==> src/hw/rtl/mslfo_pkg.sv <==
// ----------------------------------------------------------------------------
// mslfo_pkg
// Shared types, constants and helper functions of the multi-shape LFO.
// ----------------------------------------------------------------------------
`default_nettype none

package mslfo_pkg;

    // Default build parameters
    localparam int PHASE_BITS_DEF  = 32;
    localparam int SAMPLE_BITS_DEF = 16;

    // Configuration port
    localparam int CFG_ADDR_W = 5;
    localparam int CFG_DATA_W = 32;

    localparam logic [2:0] REG_RATE_KNOB  = 3'd0;
    localparam logic [2:0] REG_CV_GAIN    = 3'd1;
    localparam logic [2:0] REG_FAST_RANGE = 3'd2;
    localparam logic [2:0] REG_WAVE_SHAPE = 3'd3;
    localparam logic [2:0] REG_DEPTH      = 3'd4;
    localparam logic [2:0] REG_UNIPOLAR   = 3'd5;
    localparam logic [2:0] REG_RECIPROCAL = 3'd6;

    localparam logic [31:0] RECIP_RESET = 32'd24933027;

    // Wave shape codes
    localparam logic [2:0] SHAPE_SINE     = 3'd0;
    localparam logic [2:0] SHAPE_TRIANGLE = 3'd1;
    localparam logic [2:0] SHAPE_SAW_UP   = 3'd2;
    localparam logic [2:0] SHAPE_SAW_DOWN = 3'd3;
    localparam logic [2:0] SHAPE_SQUARE   = 3'd4;
    localparam logic [2:0] SHAPE_RANDOM   = 3'd5;

    // Rate arithmetic
    localparam int RAW_W          = 36;
    localparam int ZERO_RATE_Q30  = 107374;
    localparam int ONE_Q30        = 1 << 30;
    localparam int SLOW_BASE_Q16  = 655;
    localparam int SLOW_SPAN_Q16  = 64881;
    localparam int FAST_BASE_Q16  = 327680;
    localparam int FREQ_W         = 21;

    // Random source
    localparam logic [15:0] LFSR_SEED = 16'hACE1;
    localparam logic [15:0] LFSR_TAPS = 16'hB400;

    // Shared bit-serial multiplier
    localparam int MUL_A_W = 32;
    localparam int MUL_B_W = FREQ_W;
    localparam int MUL_P_W = MUL_A_W + MUL_B_W;

    typedef struct packed {
        logic [16:0] rate_knob;
        logic [17:0] rate_cv_gain;
        logic        fast_range;
        logic [2:0]  wave_shape;
        logic [15:0] depth;
        logic        unipolar;
        logic [31:0] rate_reciprocal;
    } t_cfg;

    typedef struct packed {
        logic               start;
        logic [MUL_A_W-1:0] a;
        logic [MUL_B_W-1:0] b;
    } t_mul_req;

    typedef struct packed {
        logic               done;
        logic [MUL_P_W-1:0] prod;
    } t_mul_rsp;

    // One step of the right-shifting Galois LFSR
    function automatic logic [15:0] lfsr_next(input logic [15:0] v);
        logic [15:0] w;
        w = v >> 1;
        if (v[0]) begin
            w = w ^ LFSR_TAPS;
        end
        return w;
    endfunction

    // Map a bipolar shape value onto 0..32768
    function automatic logic signed [16:0] to_unipolar(input logic signed [16:0] s);
        logic signed [17:0] w;
        w = {s[16], s} + 18'sd32768;
        return w[17:1];
    endfunction

endpackage

`default_nettype wire

==> src/hw/rtl/mslfo_regs.sv <==
// ----------------------------------------------------------------------------
// mslfo_regs
// APB-style register file holding the LFO configuration.
// ----------------------------------------------------------------------------
`default_nettype none

module mslfo_regs (
    input  wire logic                              i_clk,
    input  wire logic                              i_rst_n,
    input  wire logic                              psel,
    input  wire logic                              penable,
    input  wire logic                              pwrite,
    input  wire logic [mslfo_pkg::CFG_ADDR_W-1:0]  paddr,
    input  wire logic [mslfo_pkg::CFG_DATA_W-1:0]  pwdata,
    output logic      [mslfo_pkg::CFG_DATA_W-1:0]  prdata,
    output logic                                   pready,
    output mslfo_pkg::t_cfg                        o_cfg
);

    mslfo_pkg::t_cfg r_cfg;
    logic [2:0]      reg_idx;
    logic            wr_en;

    assign reg_idx = paddr[mslfo_pkg::CFG_ADDR_W-1:2];
    assign wr_en   = psel & penable & pwrite;
    assign pready  = 1'b1;
    assign o_cfg   = r_cfg;

    // Write on the access phase of a transfer
    always_ff @(posedge i_clk) begin
        if (!i_rst_n) begin
            r_cfg.rate_knob       <= '0;
            r_cfg.rate_cv_gain    <= '0;
            r_cfg.fast_range      <= 1'b0;
            r_cfg.wave_shape      <= mslfo_pkg::SHAPE_SINE;
            r_cfg.depth           <= '0;
            r_cfg.unipolar        <= 1'b0;
            r_cfg.rate_reciprocal <= mslfo_pkg::RECIP_RESET;
        end else if (wr_en) begin
            case (reg_idx)
                mslfo_pkg::REG_RATE_KNOB:  r_cfg.rate_knob       <= pwdata[16:0];
                mslfo_pkg::REG_CV_GAIN:    r_cfg.rate_cv_gain    <= pwdata[17:0];
                mslfo_pkg::REG_FAST_RANGE: r_cfg.fast_range      <= pwdata[0];
                mslfo_pkg::REG_WAVE_SHAPE: r_cfg.wave_shape      <= pwdata[2:0];
                mslfo_pkg::REG_DEPTH:      r_cfg.depth           <= pwdata[15:0];
                mslfo_pkg::REG_UNIPOLAR:   r_cfg.unipolar        <= pwdata[0];
                mslfo_pkg::REG_RECIPROCAL: r_cfg.rate_reciprocal <= pwdata[31:0];
                default: begin
                end
            endcase
        end
    end

    // Read back
    always_comb begin
        case (reg_idx)
            mslfo_pkg::REG_RATE_KNOB:  prdata = 32'(r_cfg.rate_knob);
            mslfo_pkg::REG_CV_GAIN:    prdata = 32'(r_cfg.rate_cv_gain);
            mslfo_pkg::REG_FAST_RANGE: prdata = 32'(r_cfg.fast_range);
            mslfo_pkg::REG_WAVE_SHAPE: prdata = 32'(r_cfg.wave_shape);
            mslfo_pkg::REG_DEPTH:      prdata = 32'(r_cfg.depth);
            mslfo_pkg::REG_UNIPOLAR:   prdata = 32'(r_cfg.unipolar);
            mslfo_pkg::REG_RECIPROCAL: prdata = r_cfg.rate_reciprocal;
            default:                   prdata = '0;
        endcase
    end

endmodule

`default_nettype wire

==> src/hw/rtl/mslfo_mul.sv <==
// ----------------------------------------------------------------------------
// mslfo_mul
// Bit-serial unsigned shift-add multiplier, one multiplier bit per clock.
// ----------------------------------------------------------------------------
`default_nettype none

module mslfo_mul (
    input  wire logic               i_clk,
    input  wire logic               i_rst_n,
    input  wire mslfo_pkg::t_mul_req i_req,
    output mslfo_pkg::t_mul_rsp     o_rsp
);

    logic [mslfo_pkg::MUL_P_W-1:0] r_a;
    logic [mslfo_pkg::MUL_P_W-1:0] r_acc;
    logic [mslfo_pkg::MUL_B_W-1:0] r_b;
    logic                          r_busy;

    // Finished once every set multiplier bit has been consumed
    assign o_rsp.done = r_busy && (r_b == '0);
    assign o_rsp.prod = r_acc;

    // Shift the multiplicand up and the multiplier down, add on a set bit
    always_ff @(posedge i_clk) begin
        if (!i_rst_n) begin
            r_busy <= 1'b0;
        end else if (i_req.start) begin
            r_busy <= 1'b1;
            r_a    <= mslfo_pkg::MUL_P_W'(i_req.a);
            r_b    <= i_req.b;
            r_acc  <= '0;
        end else if (r_busy) begin
            if (r_b == '0) begin
                r_busy <= 1'b0;
            end else begin
                if (r_b[0]) begin
                    r_acc <= r_acc + r_a;
                end
                r_a <= r_a << 1;
                r_b <= r_b >> 1;
            end
        end
    end

endmodule

`default_nettype wire

==> src/hw/rtl/multi_shape_lfo_core.sv <==
// ----------------------------------------------------------------------------
// multi_shape_lfo_core
// Multi-shape LFO: rate from knob and CV, phase accumulator, six wave shapes.
// ----------------------------------------------------------------------------
// One item is taken per sample tick and gives one output level. The time an
// item occupies the block, from one input transfer to the next, depends on the
// operand values: every product (CV times attenuverter, slow-range mapping,
// frequency times reciprocal, the parabolic sine and the depth scaling) runs on
// one shared bit-serial multiplier that consumes one multiplier bit per clock
// and finishes once its highest set bit is consumed. The longest case is the
// slow range with the sine shape and full-scale operands, the shortest a
// stopped random level with no CV. The input stalls while an item is in work; a
// finished level waits in the output register, and the next item may be taken
// while it does. That item then holds in its last state until the output
// register frees.
`default_nettype none

module multi_shape_lfo_core #(
    parameter int PHASE_BITS  = mslfo_pkg::PHASE_BITS_DEF,
    parameter int SAMPLE_BITS = mslfo_pkg::SAMPLE_BITS_DEF
) (
    input  wire logic                                 i_clk,
    input  wire logic                                 i_rst_n,
    // configuration port
    input  wire logic                                 psel,
    input  wire logic                                 penable,
    input  wire logic                                 pwrite,
    input  wire logic [mslfo_pkg::CFG_ADDR_W-1:0]     paddr,
    input  wire logic [mslfo_pkg::CFG_DATA_W-1:0]     pwdata,
    output logic      [mslfo_pkg::CFG_DATA_W-1:0]     prdata,
    output logic                                      pready,
    // input channel
    input  wire logic                                 i_in_valid,
    output logic                                      o_in_stall,
    input  wire logic                                 i_gate_high,
    input  wire logic                                 i_reset_high,
    input  wire logic signed [15:0]                   i_rate_cv,
    input  wire logic                                 i_cv_present,
    // output channel
    output logic                                      o_out_valid,
    input  wire logic                                 i_out_stall,
    output logic signed [SAMPLE_BITS-1:0]             o_lfo_level
);

    localparam int STEP_SHIFT = 56 - PHASE_BITS;
    localparam int WIDE_W     = 31 + SAMPLE_BITS;
    localparam logic [WIDE_W:0] ROUND_HALF = (WIDE_W + 1)'(64'd1 << 30);

    typedef enum logic [12:0] {
        S_IDLE  = 13'b0000000000001,
        S_MCV   = 13'b0000000000010,
        S_RATE  = 13'b0000000000100,
        S_CLAMP = 13'b0000000001000,
        S_MFQ   = 13'b0000000010000,
        S_FREQ  = 13'b0000000100000,
        S_MST   = 13'b0000001000000,
        S_ADV   = 13'b0000010000000,
        S_SHAPE = 13'b0000100000000,
        S_MSIN  = 13'b0001000000000,
        S_SCALE = 13'b0010000000000,
        S_MSC   = 13'b0100000000000,
        S_OUT   = 13'b1000000000000
    } t_state;

    mslfo_pkg::t_cfg     cfg;
    mslfo_pkg::t_mul_req mul_req;
    mslfo_pkg::t_mul_rsp mul_rsp;

    t_state                        r_state, n_state;
    logic [PHASE_BITS-1:0]         r_phase, n_phase;
    logic [15:0]                   r_rand, n_rand;
    logic [15:0]                   r_lfsr, n_lfsr;
    logic                          r_gate_before, n_gate_before;
    logic                          r_reset_before, n_reset_before;
    logic                          r_gate_rise, n_gate_rise;
    logic                          r_neg, n_neg;
    logic signed [mslfo_pkg::RAW_W-1:0] r_raw, n_raw;
    logic [16:0]                   r_m, n_m;
    logic signed [16:0]            r_s, n_s;
    logic [WIDE_W-1:0]             r_wide, n_wide;
    logic                          r_out_valid, n_out_valid;
    logic signed [SAMPLE_BITS-1:0] r_out, n_out;

    // Per-state working values
    logic signed [15:0]            cv_eff;
    logic [15:0]                   cv_abs;
    logic [17:0]                   gain_abs;
    logic [33:0]                   cv_prod;
    logic signed [mslfo_pkg::RAW_W-1:0] cv_term;
    logic                          is_rand;
    logic [32:0]                   slow_sum;
    logic [mslfo_pkg::FREQ_W-1:0]  freq;
    logic [PHASE_BITS-1:0]         step;
    logic [PHASE_BITS:0]           phase_sum;
    logic [15:0]                   t_top;
    logic signed [15:0]            x_val;
    logic [15:0]                   x_abs;
    logic [16:0]                   sine_comp;
    logic signed [17:0]            tri_wide;
    logic signed [16:0]            shape_s;
    logic signed [16:0]            sine_mag;
    logic [16:0]                   s_abs;
    logic [31:0]                   scale_prod;
    logic [WIDE_W:0]               rounded;
    logic [SAMPLE_BITS-1:0]        out_mag;

    mslfo_regs u_regs (
        .i_clk   (i_clk),
        .i_rst_n (i_rst_n),
        .psel    (psel),
        .penable (penable),
        .pwrite  (pwrite),
        .paddr   (paddr),
        .pwdata  (pwdata),
        .prdata  (prdata),
        .pready  (pready),
        .o_cfg   (cfg)
    );

    mslfo_mul u_mul (
        .i_clk   (i_clk),
        .i_rst_n (i_rst_n),
        .i_req   (mul_req),
        .o_rsp   (mul_rsp)
    );

    assign o_in_stall  = (r_state != S_IDLE);
    assign o_out_valid = r_out_valid;
    assign o_lfo_level = r_out;

    // Operand preparation, shared by several states
    always_comb begin
        cv_eff    = i_cv_present ? i_rate_cv : 16'sd0;
        cv_abs    = cv_eff[15] ? 16'(-cv_eff) : 16'(cv_eff);
        gain_abs  = cfg.rate_cv_gain[17] ? 18'(-cfg.rate_cv_gain) : cfg.rate_cv_gain;
        cv_prod   = mul_rsp.prod[33:0];
        cv_term   = r_neg ? -$signed({2'b00, cv_prod}) : $signed({2'b00, cv_prod});
        is_rand   = (cfg.wave_shape == mslfo_pkg::SHAPE_RANDOM);
        slow_sum  = mul_rsp.prod[32:0] + 33'd32768;
        step      = PHASE_BITS'(mul_rsp.prod >> STEP_SHIFT);
        phase_sum = {1'b0, r_phase} + {1'b0, step};
        t_top     = r_phase[PHASE_BITS-1 -: 16];
        x_val     = $signed({~t_top[15], t_top[14:0]});
        x_abs     = x_val[15] ? 16'(-x_val) : 16'(x_val);
        sine_comp = 17'd32768 - {1'b0, x_abs};
        sine_mag  = $signed({1'b0, mul_rsp.prod[28:13]});
        s_abs     = r_s[16] ? 17'(-r_s) : 17'(r_s);
        scale_prod = mul_rsp.prod[31:0];
        rounded   = {1'b0, r_wide} + ROUND_HALF;
        out_mag   = rounded[30+SAMPLE_BITS:31];

        // Slow range from the mapping product, fast range as shifts and adds
        if (cfg.fast_range) begin
            freq = mslfo_pkg::FREQ_W'(mslfo_pkg::FAST_BASE_Q16) + {r_m, 4'b0000}
                 + {3'b000, r_m, 1'b0} + {4'b0000, r_m};
        end else begin
            freq = mslfo_pkg::FREQ_W'(mslfo_pkg::SLOW_BASE_Q16)
                 + mslfo_pkg::FREQ_W'(slow_sum[32:16]);
        end

        // Shape value from the top phase bits
        tri_wide = t_top[15] ? (18'sd98304 - $signed({1'b0, t_top, 1'b0}))
                             : ($signed({1'b0, t_top, 1'b0}) - 18'sd32768);
        case (cfg.wave_shape)
            mslfo_pkg::SHAPE_TRIANGLE: shape_s = tri_wide[16:0];
            mslfo_pkg::SHAPE_SAW_UP:   shape_s = {x_val[15], x_val};
            mslfo_pkg::SHAPE_SAW_DOWN: shape_s = -{x_val[15], x_val};
            mslfo_pkg::SHAPE_SQUARE:   shape_s = t_top[15] ? -17'sd32768 : 17'sd32768;
            mslfo_pkg::SHAPE_RANDOM:   shape_s = $signed({r_rand[15], r_rand});
            default:                   shape_s = 17'sd0;
        endcase
    end

    // Sequencer and datapath next values
    always_comb begin
        n_state        = r_state;
        n_phase        = r_phase;
        n_rand         = r_rand;
        n_lfsr         = r_lfsr;
        n_gate_before  = r_gate_before;
        n_reset_before = r_reset_before;
        n_gate_rise    = r_gate_rise;
        n_neg          = r_neg;
        n_raw          = r_raw;
        n_m            = r_m;
        n_s            = r_s;
        n_wide         = r_wide;
        n_out          = r_out;
        n_out_valid    = r_out_valid;
        mul_req.start  = 1'b0;
        mul_req.a      = '0;
        mul_req.b      = '0;

        // Drop the output once it is taken
        if (r_out_valid && !i_out_stall) begin
            n_out_valid = 1'b0;
        end

        case (r_state)
            S_IDLE: begin
                if (i_in_valid) begin
                    n_gate_rise    = i_gate_high & ~r_gate_before;
                    n_gate_before  = i_gate_high;
                    n_reset_before = i_reset_high;
                    if (i_reset_high && !r_reset_before) begin
                        n_phase = '0;
                    end
                    n_neg         = cv_eff[15] ^ cfg.rate_cv_gain[17];
                    mul_req.start = 1'b1;
                    mul_req.a     = mslfo_pkg::MUL_A_W'(gain_abs);
                    mul_req.b     = mslfo_pkg::MUL_B_W'(cv_abs);
                    n_state       = S_MCV;
                end
            end
            S_MCV: begin
                if (mul_rsp.done) begin
                    n_state = S_RATE;
                end
            end
            S_RATE: begin
                n_raw   = $signed({5'b00000, cfg.rate_knob, 14'b0}) + cv_term;
                n_state = S_CLAMP;
            end
            S_CLAMP: begin
                // Clamp the rate to 0..1 and keep it in Q16
                if (r_raw[mslfo_pkg::RAW_W-1]) begin
                    n_m = '0;
                end else if (r_raw > $signed(mslfo_pkg::RAW_W'(mslfo_pkg::ONE_Q30))) begin
                    n_m = 17'h10000;
                end else begin
                    n_m = r_raw[30:14];
                end
                if (is_rand && (r_raw <= $signed(mslfo_pkg::RAW_W'(mslfo_pkg::ZERO_RATE_Q30))))
                begin
                    // Stopped random: hold the phase, draw on a gate rising edge
                    if (r_gate_rise) begin
                        n_lfsr = mslfo_pkg::lfsr_next(r_lfsr);
                        n_rand = n_lfsr;
                    end
                    n_state = S_SHAPE;
                end else if (cfg.fast_range) begin
                    n_state = S_FREQ;
                end else begin
                    mul_req.start = 1'b1;
                    mul_req.a     = mslfo_pkg::MUL_A_W'(n_m);
                    mul_req.b     = mslfo_pkg::MUL_B_W'(mslfo_pkg::SLOW_SPAN_Q16);
                    n_state       = S_MFQ;
                end
            end
            S_MFQ: begin
                if (mul_rsp.done) begin
                    n_state = S_FREQ;
                end
            end
            S_FREQ: begin
                mul_req.start = 1'b1;
                mul_req.a     = cfg.rate_reciprocal;
                mul_req.b     = freq;
                n_state       = S_MST;
            end
            S_MST: begin
                if (mul_rsp.done) begin
                    n_state = S_ADV;
                end
            end
            S_ADV: begin
                // Advance the phase, draw a new random level on wrap
                n_phase = phase_sum[PHASE_BITS-1:0];
                if (phase_sum[PHASE_BITS] && is_rand) begin
                    n_lfsr = mslfo_pkg::lfsr_next(r_lfsr);
                    n_rand = n_lfsr;
                end
                n_state = S_SHAPE;
            end
            S_SHAPE: begin
                if (cfg.wave_shape == mslfo_pkg::SHAPE_SINE) begin
                    n_neg         = x_val[15];
                    mul_req.start = 1'b1;
                    mul_req.a     = mslfo_pkg::MUL_A_W'(sine_comp);
                    mul_req.b     = mslfo_pkg::MUL_B_W'(x_abs);
                    n_state       = S_MSIN;
                end else begin
                    n_s     = cfg.unipolar ? mslfo_pkg::to_unipolar(shape_s) : shape_s;
                    n_state = S_SCALE;
                end
            end
            S_MSIN: begin
                if (mul_rsp.done) begin
                    n_s = r_neg ? -sine_mag : sine_mag;
                    if (cfg.unipolar) begin
                        n_s = mslfo_pkg::to_unipolar(n_s);
                    end
                    n_state = S_SCALE;
                end
            end
            S_SCALE: begin
                n_neg         = r_s[16];
                mul_req.start = 1'b1;
                mul_req.a     = mslfo_pkg::MUL_A_W'(cfg.depth);
                mul_req.b     = mslfo_pkg::MUL_B_W'(s_abs[15:0]);
                n_state       = S_MSC;
            end
            S_MSC: begin
                // Times full scale, as a shift and a subtract
                if (mul_rsp.done) begin
                    n_wide  = (WIDE_W'(scale_prod) << (SAMPLE_BITS - 1)) - WIDE_W'(scale_prod);
                    n_state = S_OUT;
                end
            end
            S_OUT: begin
                // Round half away from zero and hand over to the output register
                if (!r_out_valid || !i_out_stall) begin
                    n_out       = r_neg ? -$signed(out_mag) : $signed(out_mag);
                    n_out_valid = 1'b1;
                    n_state     = S_IDLE;
                end
            end
            default: begin
                n_state = S_IDLE;
            end
        endcase
    end

    // Control state with reset
    always_ff @(posedge i_clk) begin
        if (!i_rst_n) begin
            r_state        <= S_IDLE;
            r_phase        <= '0;
            r_rand         <= '0;
            r_lfsr         <= mslfo_pkg::LFSR_SEED;
            r_gate_before  <= 1'b0;
            r_reset_before <= 1'b0;
            r_out_valid    <= 1'b0;
        end else begin
            r_state        <= n_state;
            r_phase        <= n_phase;
            r_rand         <= n_rand;
            r_lfsr         <= n_lfsr;
            r_gate_before  <= n_gate_before;
            r_reset_before <= n_reset_before;
            r_out_valid    <= n_out_valid;
        end
    end

    // Working registers, no reset
    always_ff @(posedge i_clk) begin
        r_gate_rise <= n_gate_rise;
        r_neg       <= n_neg;
        r_raw       <= n_raw;
        r_m         <= n_m;
        r_s         <= n_s;
        r_wide      <= n_wide;
        r_out       <= n_out;
    end

endmodule

`default_nettype wire
==> config.mk <==
export PLATFORM = sky130hd
export DESIGN_NAME = multi_shape_lfo_core
export DESIGN_NICKNAME = d
export VERILOG_FILES = /design/src/hw/rtl/mslfo_pkg.sv /design/src/hw/rtl/mslfo_regs.sv /design/src/hw/rtl/mslfo_mul.sv /design/src/hw/rtl/multi_shape_lfo_core.sv
export SDC_FILE = /design/constraint.sdc
export NUM_CORES = 1
export LEC_CHECK = 0
export ABC_AREA = 1
export BUFFER_PORTS_ARGS = -buffer_cell sky130_fd_sc_hd__clkbuf_2
export CORE_MARGIN = 5
export CORE_UTILIZATION = 40
export CTS_CLUSTER_SIZE = 28
export DETAILED_ROUTE_END_ITERATION = 16
export GPL_TIMING_DRIVEN = 0
export HOLD_SLACK_MARGIN = 0.05
export REMOVE_ABC_BUFFERS = 1
export SLEW_MARGIN = 20
export SYNTH_ARGS = -nofsm -noshare
export SYNTH_HDL_FRONTEND = slang
export SYNTH_HIERARCHICAL = 1
export SYNTH_SLANG_ARGS = --single-unit
==> constraint.sdc <==
create_clock -name i_clk -period 9.46 [get_ports i_clk]
set_clock_uncertainty 0.1 [all_clocks]
set_input_delay 2.838 -clock i_clk [delete_from_list [all_inputs] [get_ports i_clk]]
set_output_delay 2.838 -clock i_clk [all_outputs]
set_load 0.02 [all_outputs]
==> key figures <==
Outcome
  – Outcome: finished, final reports clean

Worst setup path
  – Critical path launch point type: input port
  – Crit path max fanout: 32
  – R2R Path End: u_mul/r_a[32]
  – CP Data Arrival Time: 5.14 ns
  – Critical Path RT: between 6 and 7 ns
  – Worst reg2reg startpoint: r_raw[35]
  – R2R cell count: 16
  – Setup slack, reg-to-reg: 3.89 ns
  – Crit path capture type: output port
  – Crit Path Category: input port to output port

Clocking
  – Clock sink count: 393
  – Post_cts resized: 0
  – Clock tree buffer depth: 3
  – Post-CTS Setup Repair Bufs: 0
  – Num CTS Buffers: 49
  – TritonCTS clock tree: built
  – Max H-tree Level: 2
  – Clk_lat worst skew: slightly above 0.6 ns
  – Post-CTS Hold Fix Bufs: 0
  – Clk slew on worst S/H paths: about 0.050 ns
  – Root buf cell: clkbuf_16

Timing
  – F_max: between 100 and 150 MHz
  – Final setup violation count: 0
  – Final min period: about 8.1 ns
  – Slew HR: about 26%
  – Hold_ws: between 0.3 and 0.4 ns
  – Fin crit share: a little under nine tenths
  – Slew of the pin with the lowest slew margin: 1.11 ns
  – RSZ-0062 raised after global routing: no
  – Pins over their slew limit: 0
  – Final hold vios: 0

Floorplanning
  – Row count: approximately 110
  – CORE AREA: about 83000 um^2
  – Chip width: ~300 um
  – Initial Util: about two fifths
  – Chip Height: about 300 um
  – Top Ports: around 110
  – Die ar.: about 90000 um^2

Cells and area
  – Multi-input gate area: around 20000 um^2
  – Area grow syn2layout: 9.83%
  – Final-stage net count: 5511
  – Final std cells w/o fill: approximately 6400
  – FF/Latch Area: between 10000 and 15000 um^2
  – Number of fill cells: 8938
  – Layout cell share with drive strength beyond 1: roughly 7%

Pwr
  – Leakage Power: between 15 and 20 nW
  – P per Cell Area: between 200 and 250 nW/um^2
  – Worst IR Drop VDD: 0.000122 V

Detailed routing
  – Final wirelength: approximately 120000 um
  – DR iter-0 viols: around 2600
  – Antenna-violating nets left: 0
  – Vias/cell: roughly 5.2
  – First-pass DRT Iterations: 6
  – DRC viols: 0
  – DR WL/cell: about 18 um
  – Total number of vias: roughly 33000

Logic synthesis
  – Yosys reg bits: between 300 and 400
  – Syn Inst Count: about 5200
  – Register area share after synthesis: between 30% and 40%
  – Mapped Avg Cell Area: approximately 6.4 um^2
  – YS warnings: 6
  – Synth unique cells: 61
  – Mapped Area: 33400 um^2

Place
  – Final Wtd Congestion: slightly below 1
  – Detailed placement HPWL: 93200 um
  – Number of port buffers: 110
  – # placed instances: about 6300

GRT
  – Vias in the first global route: just over 30000
  – Tot GR Track Use: about a quarter
  – First-pass GRT wire length: approximately 180000 um
  – Largest net degree at the start of global routing: 97
  – GRT Residual Overflow: 0
  – Initial antenna violation count: 3

Worst hold path
  – Min-Delay Path Depth: 2
  – Worst Hold Class: flop to flop
  – HP Start: r_lfsr[5]
  – Min-Delay Endpoint: r_lfsr[5]

Run
  – Max_cap viols: 0
==> critical path: stages <==
cell and delay [ns]:
clkbuf_2 0.54, nand3_2 1.00, nor2_1 0.44, clkbuf_2 0.23
==> final cells by class <==
class | count | share of cell area (%)
multi-input cells | 3932 | 53.9
repair buffers | 127 | 2.52
diodes | 2 | 0.0136
well taps | 1080 | 3.68
clock inverters | 18 | 0.409
clock buffers | 74 | 3.99
flip-flops and latches | 393 | 27.7
inverters | 759 | 7.79
==> cell usage in the layout (no fill, tap or decap), types with 22 or more instances in the layout <==
| cell | synthesis | layout |
|---|---|---|
| dfxtp_1 | 161 | 160 |
| nand2_1 | 1596 | 1596 |
| xor2_1 | 108 | 108 |
| nor3_1 | 50 | 50 |
| a21oi_1 | 299 | 299 |
| clkbuf_16 | 0 | 53 |
| edfxtp_1 | 232 | 232 |
| nand2_2 | 31 | 31 |
| o211ai_1 | 25 | 25 |
| clkbuf_2 | 0 | 109 |
| xnor2_1 | 23 | 23 |
| nand4_1 | 77 | 77 |
| inv_2 | 20 | 22 |
| ha_1 | 169 | 169 |
| inv_1 | 727 | 725 |
| nand3_1 | 369 | 367 |
| nor2_1 | 679 | 673 |
| o21ai_0 | 229 | 229 |
| nor2_2 | 44 | 42 |
==> sequential cells by signal (all words and copies together), names as in the netlist <==
signal / cells
o_lfo_level: 16
o_out_valid: 1
r_gate_before: 1
r_gate_rise: 1
r_lfsr: 8
r_m: 17
r_neg: 1
r_phase: 32
r_rand: 16
r_raw: 36
r_reset_before: 1
r_s: 17
r_state: 13
r_wide: 17
u_mul/r_a: 53
u_mul/r_acc: 53
u_mul/r_b: 21
u_mul/r_busy: 1
u_regs/o_cfg: 88
==> through the flow <==
stage / util [%] / setup TNS [ns] / power, W / worst slack, ns / cell area [um^2]
floorplan: - / -271.83 / 0.00473 / -3.67 / 32700
global placement: 41.6 / -921.47 / 0.00591 / -10.26 / 34700
detailed placement: 42.2 / 0 / 0.00595 / 1.41 / 35100
CTS: 44.1 / 0 / 0.00789 / 1.40 / 36700
global route: 44.1 / 0 / 0.00840 / 1.22 / 36700
finish: 44.1 / 0 / 0.00788 / 1.38 / 36700
==> synth_stat cells (all sizes together) <==
master | count | area, um^2
buf | 75 | 433
a21oi | 299 | 1500
inv | 748 | 2810
a31oi | 16 | 100
clkinv | 11 | 47.5
mux2 | 1 | 11.3
a31o | 1 | 8.76
nand2b | 1 | 6.26
ha | 169 | 2110
o21a | 4 | 30.0
o211ai | 25 | 188
nand2 | 1629 | 6210
nand3 | 380 | 1960
xnor2 | 23 | 201
a211oi | 5 | 37.5
o31ai | 5 | 37.5
xor2 | 108 | 946
clkbuf | 71 | 267
and2 | 9 | 56.3
o21bai | 15 | 113
a21boi | 13 | 101
conb | 1 | 3.75
fa | 17 | 340
nor4 | 14 | 87.6
dfxtp | 161 | 3220
a22o | 8 | 70.1
nand3b | 21 | 158
nand4 | 78 | 503
nor2 | 736 | 2970
o21ai | 240 | 1220
edfxtp | 232 | 6970
a22oi | 11 | 82.6
o2111ai | 6 | 52.6
a221oi | 4 | 35.0
o22ai | 5 | 31.3
a21o | 14 | 105
o311ai | 1 | 8.76
or2 | 16 | 100
nor3 | 56 | 317
o41ai | 1 | 8.76
==> per-layer routing <==
| metal | GRT usage, % | share of wire [%] |
|---|---|---|
| met1 | 32.5 | 43 |
| met2 | 42.9 | 46 |
| met3 | 4.10 | 5.9 |
| met4 | 10.6 | 4.7 |
| met5 | 0 | 0.026 |
==> cells by family (layout without fill, tap and decap cells) <==
| logic type | after synthesis | after routing | share of synthesized area (%) |
|---|---|---|---|
| mux | 1 | 1 | 0.0337 |
| simple gates | 2940 | 2940 | 37.0 |
| compound gates | 673 | 673 | 11.1 |
| fa+ha+maj | 186 | 186 | 7.34 |
| other cells | 1 | 3 | 0.0112 |
| xor+xnor | 131 | 131 | 3.43 |
| buf+inv | 905 | 978 | 10.6 |
| flops | 393 | 393 | 30.5 |
==> worst max-delay path by stage <==
stage | startpoint | to | slack (ns) | cells past startpoint
after global placement | i_in_valid | u_mul/r_a[33] | -10.26 | 5
after floorplan | i_in_valid | u_mul/r_a[0] | -3.67 | 4
after global routing | paddr[4] | prdata[2] | 1.22 | 6
final | paddr[4] | prdata[20] | 1.38 | 4
after CTS | paddr[4] | prdata[17] | 1.40 | 4
after detailed placement | paddr[4] | prdata[17] | 1.41 | 4
==> where the power goes <==
part / total, W / internal [W] / switching [W]
registers: 0.00244 / 0.00216 / 0.000279
logic: 0.00353 / 0.00106 / 0.00247
clock network: 0.00192 / 0.00112 / 0.000796
Note: power is estimated with default switching activity, not from simulation.
